===== config.mk =====
export PLATFORM = sky130hd
export DESIGN_NAME = triple_quadrature_decoder_reporter_unit_flat
export DESIGN_NICKNAME = d
export VERILOG_FILES = /design/src/tqd_pkg.sv /design/src/tqd_if.sv /design/src/tqd_front.sv /design/src/tqd_queue.sv /design/src/tqd_back.sv /design/src/triple_quadrature_decoder_reporter_unit.sv /design/src/flat_wrapper.sv
export SDC_FILE = /design/constraint.sdc
export NUM_CORES = 1
export LEC_CHECK = 0
export BUFFER_PORTS_ARGS = -buffer_cell sky130_fd_sc_hd__buf_2
export CORE_MARGIN = 5
export CORE_UTILIZATION = 41
export CTS_CLUSTER_DIAMETER = 100
export DETAILED_ROUTE_END_ITERATION = 10
export MAX_ROUTING_LAYER = met4
export SYNTH_ARGS = -nofsm -noshare
export SYNTH_HDL_FRONTEND = slang
export SYNTH_SLANG_ARGS = --single-unit
export TNS_END_PERCENT = 5

===== constraint.sdc =====
create_clock -name clk -period 7.8 [get_ports clk]
set_clock_uncertainty 0.1 [all_clocks]
set_input_delay 0.39 -clock clk [delete_from_list [all_inputs] [get_ports clk]]
set_output_delay 0.39 -clock clk [all_outputs]
set_load 0.05 [all_outputs]

===== src/tqd_pkg.sv =====
`timescale 1ns / 1ps

package tqd_pkg;

    // Field widths of the two channels.
    localparam int FUNC_W   = 2;
    localparam int SAMPLE_W = 6;
    localparam int BYTE_W   = 8;

    // Encoder layout and counter defaults.
    localparam int NUM_ENC             = 3;
    localparam int DEFAULT_COUNT_WIDTH = 32;
    localparam int REPORT_POS_W        = 24;

    // Report frame layout.
    localparam int FRAME_LEN   = 16;
    localparam int FRAME_IDX_W = $clog2(FRAME_LEN);
    localparam int CHECKSUM_W  = 16;
    localparam int SUM_W       = 12;

    localparam logic [BYTE_W-1:0] FRAME_SOF0 = 8'hDE;
    localparam logic [BYTE_W-1:0] FRAME_SOF1 = 8'hC0;
    localparam logic [BYTE_W-1:0] FRAME_PAD  = 8'h00;

    // Depth of the snapshot queue between the front and back parts.
    localparam int QUEUE_DEPTH = 2;

    // Request codes on the func field.
    localparam logic [FUNC_W-1:0] FUNC_SAMPLE = 2'd0;
    localparam logic [FUNC_W-1:0] FUNC_REPORT = 2'd1;
    localparam logic [FUNC_W-1:0] FUNC_BUFFER = 2'd2;
    localparam logic [FUNC_W-1:0] FUNC_ERROR  = 2'd3;

    // Step codes of the x4 decoder.
    typedef enum logic [1:0] {
        STEP_NONE = 2'd0,
        STEP_UP   = 2'd1,
        STEP_DOWN = 2'd2
    } step_t;

    // Everything the back part needs to send one report frame.
    typedef struct packed {
        logic [CHECKSUM_W-1:0]   checksum;
        logic [BYTE_W-1:0]       error_count;
        logic [BYTE_W-1:0]       buffer_count;
        logic [REPORT_POS_W-1:0] pos0;
        logic [REPORT_POS_W-1:0] pos1;
        logic [REPORT_POS_W-1:0] pos2;
    } frame_info_t;

    // Queue status seen by the front part, the back part and the top level.
    typedef struct packed {
        logic full;
        logic not_empty;
    } queue_status_t;

    // Full x4 quadrature decode of one A/B pair.
    function automatic step_t quad_step(input logic [1:0] old_ab, input logic [1:0] new_ab);
        step_t s;
        s = STEP_NONE;
        case ({old_ab, new_ab})
            4'h2, 4'h4, 4'hB, 4'hD: s = STEP_UP;
            4'h1, 4'h7, 4'h8, 4'hE: s = STEP_DOWN;
            default:                s = STEP_NONE;
        endcase
        return s;
    endfunction

    // Byte of the report frame at a given position.
    function automatic logic [BYTE_W-1:0] frame_byte_at(input frame_info_t f,
                                                        input logic [FRAME_IDX_W-1:0] idx);
        logic [BYTE_W-1:0] b;
        b = FRAME_PAD;
        unique case (idx)
            4'd0:    b = FRAME_SOF0;
            4'd1:    b = FRAME_SOF1;
            4'd2:    b = f.checksum[15:8];
            4'd3:    b = f.checksum[7:0];
            4'd4:    b = f.error_count;
            4'd5:    b = f.buffer_count;
            4'd6:    b = f.pos0[23:16];
            4'd7:    b = f.pos0[15:8];
            4'd8:    b = f.pos0[7:0];
            4'd9:    b = f.pos1[23:16];
            4'd10:   b = f.pos1[15:8];
            4'd11:   b = f.pos1[7:0];
            4'd12:   b = f.pos2[23:16];
            4'd13:   b = f.pos2[15:8];
            4'd14:   b = f.pos2[7:0];
            default: b = FRAME_PAD;
        endcase
        return b;
    endfunction

endpackage


===== src/tqd_if.sv =====
`timescale 1ns / 1ps

// Request channel: function code and port sample.
interface tqd_in_if;
    logic                          valid;
    logic                          ready;
    logic [tqd_pkg::FUNC_W-1:0]    func;
    logic [tqd_pkg::SAMPLE_W-1:0]  sample;

    modport source (output valid, output func, output sample, input ready);
    modport sink   (input valid, input func, input sample, output ready);
endinterface

// Frame byte channel.
interface tqd_out_if;
    logic                          valid;
    logic                          ready;
    logic [tqd_pkg::BYTE_W-1:0]    frame_byte;
    logic                          frame_last;

    modport source (output valid, output frame_byte, output frame_last, input ready);
    modport sink   (input valid, input frame_byte, input frame_last, output ready);
endinterface


===== src/tqd_front.sv =====
`timescale 1ns / 1ps

module tqd_front #(
    parameter int COUNT_WIDTH = tqd_pkg::DEFAULT_COUNT_WIDTH
) (
    input  logic                   clk,
    input  logic                   rst_n,
    tqd_in_if.sink                 samples,
    input  tqd_pkg::queue_status_t q_status,
    output logic                   push,
    output tqd_pkg::frame_info_t   snap
);
    import tqd_pkg::*;

    logic [SAMPLE_W-1:0]    prev_reg;
    logic [SAMPLE_W-1:0]    prev_next;
    logic [COUNT_WIDTH-1:0] pos_reg  [NUM_ENC];
    logic [COUNT_WIDTH-1:0] pos_next [NUM_ENC];
    logic [BYTE_W-1:0]      error_reg;
    logic [BYTE_W-1:0]      error_next;
    logic [BYTE_W-1:0]      buffer_reg;
    logic [BYTE_W-1:0]      buffer_next;
    logic                   accept;
    logic                   is_sample;
    logic [SUM_W-1:0]       sum;

    // Only a report request needs room in the queue; other requests never stall.
    assign samples.ready = (samples.func != FUNC_REPORT) || !q_status.full;
    assign accept        = samples.valid && samples.ready;
    assign is_sample     = accept && (samples.func == FUNC_SAMPLE);
    assign push          = accept && (samples.func == FUNC_REPORT);

    // Decode each encoder pair and step its counter.
    always_comb
    begin
        prev_next = prev_reg;
        if (is_sample)
        begin
            prev_next = samples.sample;
        end
        for (int k = 0; k < NUM_ENC; k++)
        begin
            pos_next[k] = pos_reg[k];
            if (is_sample)
            begin
                case (quad_step(prev_reg[2*k +: 2], samples.sample[2*k +: 2]))
                    STEP_UP:   pos_next[k] = pos_reg[k] + COUNT_WIDTH'(1);
                    STEP_DOWN: pos_next[k] = pos_reg[k] - COUNT_WIDTH'(1);
                    default:   pos_next[k] = pos_reg[k];
                endcase
            end
        end
    end

    // Event counters wrap at eight bits.
    always_comb
    begin
        error_next  = error_reg;
        buffer_next = buffer_reg;
        if (accept && (samples.func == FUNC_ERROR))
        begin
            error_next = error_reg + 8'd1;
        end
        if (accept && (samples.func == FUNC_BUFFER))
        begin
            buffer_next = buffer_reg + 8'd1;
        end
    end

    always_ff @(posedge clk or negedge rst_n)
    begin
        if (!rst_n)
        begin
            prev_reg   <= '0;
            error_reg  <= '0;
            buffer_reg <= '0;
            for (int k = 0; k < NUM_ENC; k++)
            begin
                pos_reg[k] <= '0;
            end
        end
        else
        begin
            prev_reg   <= prev_next;
            error_reg  <= error_next;
            buffer_reg <= buffer_next;
            for (int k = 0; k < NUM_ENC; k++)
            begin
                pos_reg[k] <= pos_next[k];
            end
        end
    end

    // Snapshot of the current state for a report, with its checksum.
    always_comb
    begin
        snap.error_count  = error_reg;
        snap.buffer_count = buffer_reg;
        snap.pos0         = pos_reg[0][REPORT_POS_W-1:0];
        snap.pos1         = pos_reg[1][REPORT_POS_W-1:0];
        snap.pos2         = pos_reg[2][REPORT_POS_W-1:0];
        sum = ((SUM_W'(error_reg)          + SUM_W'(buffer_reg))
             + (SUM_W'(snap.pos0[23:16])   + SUM_W'(snap.pos0[15:8])))
            + ((SUM_W'(snap.pos0[7:0])     + SUM_W'(snap.pos1[23:16]))
             + (SUM_W'(snap.pos1[15:8])    + SUM_W'(snap.pos1[7:0])))
            + ((SUM_W'(snap.pos2[23:16])   + SUM_W'(snap.pos2[15:8]))
             + SUM_W'(snap.pos2[7:0]));
        snap.checksum = ~CHECKSUM_W'(sum);
    end

endmodule


===== src/tqd_queue.sv =====
`timescale 1ns / 1ps

module tqd_queue (
    input  logic                   clk,
    input  logic                   rst_n,
    input  logic                   push,
    input  tqd_pkg::frame_info_t   push_data,
    input  logic                   pop,
    output tqd_pkg::frame_info_t   head,
    output tqd_pkg::queue_status_t status
);
    import tqd_pkg::*;

    localparam int PTR_W   = (QUEUE_DEPTH > 1) ? $clog2(QUEUE_DEPTH) : 1;
    localparam int COUNT_W = $clog2(QUEUE_DEPTH + 1);

    frame_info_t          entry_reg [QUEUE_DEPTH];
    logic [PTR_W-1:0]     wr_ptr_reg;
    logic [PTR_W-1:0]     wr_ptr_next;
    logic [PTR_W-1:0]     rd_ptr_reg;
    logic [PTR_W-1:0]     rd_ptr_next;
    logic [COUNT_W-1:0]   count_reg;
    logic [COUNT_W-1:0]   count_next;
    logic                 do_push;
    logic                 do_pop;

    assign status.full      = (count_reg == COUNT_W'(QUEUE_DEPTH));
    assign status.not_empty = (count_reg != '0);
    assign do_push          = push && !status.full;
    assign do_pop           = pop && status.not_empty;
    assign head             = entry_reg[rd_ptr_reg];

    // Pointer and fill count update.
    always_comb
    begin
        wr_ptr_next = wr_ptr_reg;
        rd_ptr_next = rd_ptr_reg;
        count_next  = count_reg;
        if (do_push)
        begin
            wr_ptr_next = (wr_ptr_reg == PTR_W'(QUEUE_DEPTH - 1)) ? '0 : wr_ptr_reg + PTR_W'(1);
        end
        if (do_pop)
        begin
            rd_ptr_next = (rd_ptr_reg == PTR_W'(QUEUE_DEPTH - 1)) ? '0 : rd_ptr_reg + PTR_W'(1);
        end
        if (do_push && !do_pop)
        begin
            count_next = count_reg + COUNT_W'(1);
        end
        else if (do_pop && !do_push)
        begin
            count_next = count_reg - COUNT_W'(1);
        end
    end

    always_ff @(posedge clk or negedge rst_n)
    begin
        if (!rst_n)
        begin
            wr_ptr_reg <= '0;
            rd_ptr_reg <= '0;
            count_reg  <= '0;
        end
        else
        begin
            wr_ptr_reg <= wr_ptr_next;
            rd_ptr_reg <= rd_ptr_next;
            count_reg  <= count_next;
        end
    end

    // Entry storage needs no reset.
    always_ff @(posedge clk)
    begin
        if (do_push)
        begin
            entry_reg[wr_ptr_reg] <= push_data;
        end
    end

endmodule


===== src/tqd_back.sv =====
`timescale 1ns / 1ps

module tqd_back (
    input  logic                   clk,
    input  logic                   rst_n,
    input  tqd_pkg::frame_info_t   head,
    input  tqd_pkg::queue_status_t q_status,
    output logic                   pop,
    tqd_out_if.source              frames
);
    import tqd_pkg::*;

    frame_info_t            frame_reg;
    logic [FRAME_IDX_W-1:0] idx_reg;
    logic [FRAME_IDX_W-1:0] idx_next;
    logic                   valid_reg;
    logic                   valid_next;
    logic                   last;
    logic                   taken;

    assign last              = (idx_reg == FRAME_IDX_W'(FRAME_LEN - 1));
    assign taken             = valid_reg && frames.ready;
    assign pop               = q_status.not_empty && (!valid_reg || (taken && last));
    assign frames.valid      = valid_reg;
    assign frames.frame_byte = frame_byte_at(frame_reg, idx_reg);
    assign frames.frame_last = valid_reg && last;

    // Byte sequencer: step through the frame, load the next one when idle or on its last byte.
    always_comb
    begin
        idx_next   = idx_reg;
        valid_next = valid_reg;
        if (pop)
        begin
            idx_next   = '0;
            valid_next = 1'b1;
        end
        else if (taken)
        begin
            if (last)
            begin
                valid_next = 1'b0;
            end
            else
            begin
                idx_next = idx_reg + FRAME_IDX_W'(1);
            end
        end
    end

    always_ff @(posedge clk or negedge rst_n)
    begin
        if (!rst_n)
        begin
            idx_reg   <= '0;
            valid_reg <= 1'b0;
        end
        else
        begin
            idx_reg   <= idx_next;
            valid_reg <= valid_next;
        end
    end

    always_ff @(posedge clk)
    begin
        if (pop)
        begin
            frame_reg <= head;
        end
    end

endmodule


===== src/triple_quadrature_decoder_reporter_unit.sv =====
`timescale 1ns / 1ps

// Triple x4 quadrature decoder with a checksummed report frame.
// The samples channel carries a function code and a 6-bit port sample with
// three A/B pairs. Port samples, buffer-done and error requests are taken in
// every cycle and update the position and event counters at once; they never
// stall. A report request takes a snapshot of the counters and its checksum
// into a two-entry queue; it is held off only while that queue is full.
// The frames channel sends each report as 16 bytes, frame_last on the last.
// When the frame sender is idle, the first byte appears once the snapshot has
// been written into the queue and loaded into the byte sequencer, and one byte
// leaves per cycle while the receiver takes them, so a sustained stream of reports
// is paced by the byte sequencer. A new frame starts right after the last byte of the previous one.
// When the receiver stalls, the current byte holds and the queue fills; other
// requests keep flowing. Reset clears all counters, the previous sample, the
// queue and the byte sequencer.

module triple_quadrature_decoder_reporter_unit #(
    parameter int COUNT_WIDTH = tqd_pkg::DEFAULT_COUNT_WIDTH
) (
    input  logic       clk,
    input  logic       rst_n,
    tqd_in_if.sink     samples,
    tqd_out_if.source  frames
);
    import tqd_pkg::*;

    queue_status_t q_status;
    frame_info_t   snap;
    frame_info_t   head;
    logic          push;
    logic          pop;

    tqd_front #(
        .COUNT_WIDTH (COUNT_WIDTH)
    ) u_front (
        .clk      (clk),
        .rst_n    (rst_n),
        .samples  (samples),
        .q_status (q_status),
        .push     (push),
        .snap     (snap)
    );

    tqd_queue u_queue (
        .clk       (clk),
        .rst_n     (rst_n),
        .push      (push),
        .push_data (snap),
        .pop       (pop),
        .head      (head),
        .status    (q_status)
    );

    tqd_back u_back (
        .clk      (clk),
        .rst_n    (rst_n),
        .head     (head),
        .q_status (q_status),
        .pop      (pop),
        .frames   (frames)
    );

    // A report request is never taken into a full queue.
    assert property (@(posedge clk) disable iff (!rst_n)
        push |-> !q_status.full)
        else $error("report request accepted while snapshot queue full");

    // A newly loaded frame starts with its first sync byte.
    assert property (@(posedge clk) disable iff (!rst_n)
        pop |=> (frames.valid && (frames.frame_byte == FRAME_SOF0) && !frames.frame_last))
        else $error("frame does not start with sync byte");

    // With nothing queued, the channel goes idle after the last byte.
    assert property (@(posedge clk) disable iff (!rst_n)
        (frames.valid && frames.ready && frames.frame_last && !q_status.not_empty)
        |=> !frames.valid)
        else $error("output valid after last byte with empty queue");

    // The byte after a taken last byte, when there is one, is a sync byte.
    assert property (@(posedge clk) disable iff (!rst_n)
        (frames.valid && frames.ready && frames.frame_last) |=>
        (!frames.valid || (frames.frame_byte == FRAME_SOF0)))
        else $error("frame boundary lost");

endmodule


===== src/flat_wrapper.sv =====
// flat-port wrapper written by rule: the top's interface ports become plain ports
module triple_quadrature_decoder_reporter_unit_flat import tqd_pkg::*;
#(
    parameter int COUNT_WIDTH = tqd_pkg::DEFAULT_COUNT_WIDTH
)
  (clk, rst_n, samples_valid, samples_func, samples_sample, samples_ready, frames_valid, frames_frame_byte, frames_frame_last, frames_ready);
  tqd_in_if samples_i ();
  tqd_out_if frames_i ();
  input  logic clk;
  input  logic rst_n;
  input wire logic [$bits(samples_i.valid)-1:0] samples_valid;
  input wire logic [$bits(samples_i.func)-1:0] samples_func;
  input wire logic [$bits(samples_i.sample)-1:0] samples_sample;
  output wire logic [$bits(samples_i.ready)-1:0] samples_ready;
  output wire logic [$bits(frames_i.valid)-1:0] frames_valid;
  output wire logic [$bits(frames_i.frame_byte)-1:0] frames_frame_byte;
  output wire logic [$bits(frames_i.frame_last)-1:0] frames_frame_last;
  input wire logic [$bits(frames_i.ready)-1:0] frames_ready;
  assign samples_i.valid = samples_valid;
  assign samples_i.func = samples_func;
  assign samples_i.sample = samples_sample;
  assign samples_ready = samples_i.ready;
  assign frames_valid = frames_i.valid;
  assign frames_frame_byte = frames_i.frame_byte;
  assign frames_frame_last = frames_i.frame_last;
  assign frames_i.ready = frames_ready;
  triple_quadrature_decoder_reporter_unit #(.COUNT_WIDTH(COUNT_WIDTH)) u_core (.clk(clk), .rst_n(rst_n), .samples(samples_i), .frames(frames_i));
endmodule

Word-level counts from Yosys, hierarchy flattened
Memory sizes are Yosys's and may differ from the RTL's. A register that Yosys moved wholly into a read port is not among the register bits.
Index checks and enable logic that the tools add are counted.
Widths: inputs -> output; s select.
{"block": "totals", "ff_bits": 127, "ramBits": 208, "rom_bits": 96, "inputBits": 12, "wordCells": 118, "memories": 4}
{"block": "classes", "n_addsub": 23, "eq_ne": 27, "muxes": 19, "n_bitwise": 1, "reduce_logical": 33}
{"memory": "u_core.u_queue.entry_reg", "words": 2, "width": 104, "read_ports": 1, "rd_clocked_by_memory_dff": 1, "write_ports": 1, "line_no": "tqd_queue.sv:17", "text": "frame_info_t entry_reg [QUEUE_DEPTH];"}
{"memory": "(name not given)", "words": 16, "width": 2, "read_ports": 1, "rd_clocked_by_memory_dff": 0, "write_ports": 0, "line_no": "tqd_pkg.sv:61", "text": "case ({old_ab, new_ab})"}
{"memory": "(name not given)", "words": 16, "width": 2, "read_ports": 1, "rd_clocked_by_memory_dff": 0, "write_ports": 0, "line_no": "tqd_pkg.sv:61"}
{"memory": "(name not given)", "words": 16, "width": 2, "read_ports": 1, "rd_clocked_by_memory_dff": 0, "write_ports": 0, "line_no": "tqd_pkg.sv:61"}
{"op": "$pmux 32 s2", "count": 3}
{"op": "$pmux 8 s15", "count": 1}
{"op": "$add 32x1->32 const B", "count": 3}
{"op": "$sub 32x1->32 const B", "count": 3}
{"op": "$add 8x8->9", "count": 5}
{"op": "$eq 4x4->1 const B", "count": 8}
{"op": "$add 9x9->10", "count": 2}
{"op": "$add 8x1->8 const B", "count": 2}
{"op": "$eq 4x3->1 const B", "count": 4}
{"op": "$not 12->16", "count": 1}
{"op": "$reduce_bool 2->1", "count": 7}
{"op": "$logic_and 1x1->1", "count": 13}
{"op": "$add 11x10->12", "count": 1}
{"op": "$eq 2x2->1 const B", "count": 6}
{"op": "$mux 4", "count": 3}
{"op": "$add 10x10->11", "count": 1}
{"op": "$add 9x8->10", "count": 1}
{"op": "$mux 2", "count": 5}
{"op": "$reduce_and 2->1", "count": 5}
{"op": "$eq 2x1->1 const B", "count": 4}
{"op": "$eq 4x2->1 const B", "count": 2}
{"op": "$mux 1", "count": 7}
{"op": "$add 4x1->4 const B", "count": 1}
{"op": "$eq 4x1->1 const B", "count": 1}
{"op": "other kinds (8)", "count": 14}

Logic depth before layout (Yosys ltp)
{"block": "depth", "word_depth": 10, "depth_mapped": 20}

Hierarchy
A second synthesis with hierarchy kept.
{"block": "unflattened", "cells_unflattened": 1646, "area_unflattened_um2": 21680.8}
{"module": "tqd_front", "instances": 1, "cells_each": 1036, "area_each_um2": 9351.5}
{"module": "tqd_queue", "instances": 1, "cells_each": 343, "area_each_um2": 7953.9}
{"module": "tqd_back", "instances": 1, "cells_each": 267, "area_each_um2": 4375.4}

Worst setup path after synthesis
Ideal clock, no wire load.
{"block": "synth_path", "path_type": "input to register", "from": "input port samples_func[0]", "to": "memory u_core.u_queue.entry_reg[0][0] in the netlist's numbering (enable)", "arrival_ps": 5175, "required_time_ps": 7128, "slack_ps": 1953, "cell_stages": 3, "path_cell_list": "nor2b_1 -> and3_1 -> nor2b_1"}
{"block": "synth_between", "elab_chain_cells": 7, "elab_cells_between_ends": 8, "classes_between": "eq/ne (2); mux (2); reduce/logical (4)"}
{"element": "start, declared", "line_no": "flat_wrapper.sv:12", "text": "input wire logic [$bits(samples_i.func)-1:0] samples_func;"}
{"element": "$ne 2x1->1", "line_no": "tqd_front.sv:28", "text": "assign samples.ready = (samples.func != FUNC_REPORT) || !q_status.full;"}
{"element": "$logic_or 1x1->1", "line_no": "tqd_front.sv:28"}
{"element": "$logic_and 1x1->1", "line_no": "tqd_front.sv:29", "text": "assign accept = samples.valid && samples.ready;"}
{"element": "$logic_and 1x1->1 *", "line_no": "tqd_front.sv:31", "text": "assign push = accept && (samples.func == FUNC_REPORT);"}
{"element": "$logic_and 1x1->1 *", "line_no": "tqd_queue.sv:29", "text": "assign do_push = push && !status.full;"}
{"element": "via u_core.u_queue.do_push", "line_no": "tqd_queue.sv:24", "text": "logic do_push;"}
{"element": "$mux 1 *", "line_no": "tqd_queue.sv:76", "text": "if (do_push)"}
{"element": "$mux 1 (not written as such) *", "line_no": "tqd_queue.sv:78", "text": "entry_reg[wr_ptr_reg] <= push_data;"}
{"element": "end, declared", "line_no": "tqd_queue.sv:17"}
The timed path passes the listed nets; every way through them passes the cells marked *.

==> results_dict.tcl <==
set metrics [dict create \
    status "finished clean" \
    placed_area_mm2 0.02172 \
    path_cells "inv_1, fa_1, inv_1, fa_1, fa_1, fa_1, inv_1, fa_1, inv_1, ha_1, a21o_1, a21oi_1, o21ai_0, a21oi_1, o21bai_1, a21oi_1, o21bai_1, a21oi_1" \
    drcViolationCount 0 \
    place_congestion 0.8602 \
    nNetsFinal 1854 \
    min_path_type "input pin to register" \
    grt-ovfl-total 0 \
    crit_slowest_cell "fa_1" \
    die_area_mm2 0.05545 \
    finalHoldViolCount 0 \
    synth.cell_area_mm2 0.02085 \
    die_h_um 235.5 \
    clkTransAtPathRegs_ns 0.06 \
    routedLengthMet1_um 22650 \
    cts_resized 0 \
    critical_path_arrival_ns 5.58 \
    final_cell_mix "edfxtp_1, inv_1, nand2_1, mux2_2, o21ai_0" \
    clock-root-buffer "clkbuf_16" \
    grt_pass1_wl_um 77280 \
    synth_top_flop_cell "edfxtp_1" \
    yosysWarnings 0 \
    ys_types 71 \
    cts_tree "done" \
    largest_register_ffs 200 \
    timing.fmax_ghz 0.1892 \
    clk_latency_ns 0.57 \
    ys_async_sr_fraction 0.2556 \
    track_usage 0.1840 \
    coreArea_mm2 0.05027 \
    wire_per_inst_um 20.83 \
    io_buffers 22 \
    wl_um 49680 \
    syn_to_final_growth_pct 11.09 \
    synthesis.nets 1822 \
    required_ns 8.09 \
    cts.path.max_buffers 3 \
    grt_pass1_vias 12820 \
    grt_max_degree 69 \
    final_common_cell "edfxtp_1" \
    finalCritPeriodShare 0.6777 \
    die_w_um 235.5 \
    top_layer "met4" \
    maxCapViolCount 0 \
    rsz0062_at_grt "no" \
    worstPathMaxFanout 5 \
    cpPeakStageDelay_ns 0.59 \
    clock_sinks 403 \
    fin_area_mm2 0.02316 \
    end_kind "register" \
    avgViaCountPerCell 5.316 \
    wl_met3_um 2727 \
    fin_crit_ns 5.286 \
    row_count 82 \
    met2_length_um 23020 \
    worst_pin_slew_ns 1.005 \
    drtPass1Iterations 5 \
    synthCells 1644 \
    route.vias.total 12680 \
    drtAntennaViolNets 0 \
    syn_avg_cell_area_um2 12.68 \
    htreeDepth 2 \
    rrSetupSlack_ns 2.51 \
    max-slew-margin-rel 0.3302 \
    synth-edff-count 300 \
    cts-buffers-inserted 44 \
    dp_hpwl_um 33730 \
    antenna_found_initial 1 \
    first_iter_violations 1019 \
    critPathKind "register to register" \
    crit_path_frequent_cell "fa_1" \
    final_max_slew_viol_count 0 \
    fin_util 0.4606 \
    ys_seq_elements 403 \
    start_kind "register" \
    hold_ws_ns 0.07392 \
    drive_above_1_share 0.1431 \
    io-pin-count 23 \
    ys_seq_area_frac 0.5558 \
    finalSetupViolations 0 \
    tns_ns 0 \
    initial_core_util 0.4147 \
]
[cell type report]
type	count	area, um2
Antenna cell	1	2.502
Clock buffer	58	1205
Clock inverter	24	157.7
Fill cell	4557	27120
Inverter	164	618.1
Multi-Input combinational cell	1015	8418
Sequential cell	403	11590
Tap cell	672	840.8
Timing Repair Buffer	48	325.3
[cells in the mapped netlist, types with 14 or more instances]
cell / count / area (um2)
dfrtp_1: 103 / 2577
a21o_1: 36 / 270.3
clkbuf_1: 57 / 214.0
a21oi_1: 79 / 395.4
nand2_1: 128 / 480.5
ha_1: 93 / 1164
nand2b_1: 15 / 93.84
nand4_1: 14 / 87.58
edfxtp_1: 300 / 9009
o21ai_0: 108 / 540.5
fa_1: 73 / 1461
inv_1: 164 / 615.6
xnor2_1: 52 / 455.4
nand3_1: 26 / 130.1
xor2_1: 42 / 367.9
mux2_2: 117 / 1318
nor2_1: 43 / 161.4
[stage by stage]
stage / std cells / setup WS [ns]
5_1_grt: 2384 / 2.166
4_1_cts: 2384 / 2.493
6_report: 2385 / 2.514
3_3_place_gp: 2295 / 2.684
3_5_place_dp: 2295 / 2.559
2_1_floorplan: 1644 / 1.953
[worst max-delay path, delay by kind of cell (launching register included)]
kind                       cells  cell delay [ns]
buffers and inverters          4             0.28
DFF                            1             0.41
AOI/OAI and AO/OA              8             1.33
adders and majority gates      6             3.01
[final timing paths]
path                                             from                         endpoint  cells past startpoint
hold / removal                           frames_ready         u_core.u_back.idx_reg[2]                      3
setup reg to reg               u_core.u_front.snap[3]  u_core.u_queue.entry_reg[1][99]                     18
hold reg to reg            u_core.u_front.prev_reg[0]       u_core.u_front.prev_reg[0]                      2
max in group asynchronous                       rst_n       u_core.u_front.prev_reg[5]                      3
setup / recovery               u_core.u_front.snap[3]  u_core.u_queue.entry_reg[1][99]                     18
min in group asynchronous                       rst_n          u_core.u_front.snap[61]                      2
[metal layers]
metal  vias up  track usage
li1       5987            -
met1      6299       0.2540
met2       320       0.2828
met3        73      0.03351
met4         0      0.05084
met5         -            -
[repair_timing]
item | in CTS | in global routing
hold buffers | 7 | 0
buffers inserted | 0 | 0
hold endpoints to repair | 41 | 0
[cell families (layout without fill, tap and decap cells)]
group / after synthesis / in the layout / synth area share
adders and majority gates: 166 / 166 / 0.1259
xor gates and xnor gates: 94 / 94 / 0.03949
DFF: 403 / 403 / 0.5558
AOI/OAI and AO/OA: 350 / 350 / 0.1082
muxes: 123 / 123 / 0.06632
and+or+nand+nor: 282 / 282 / 0.06344
buffers and inverters: 226 / 294 / 0.04087
other: 0 / 1 / 0
Power is not shown: default switching activity piles up to over one toggle a cycle in this logic, so the estimate is an artifact.
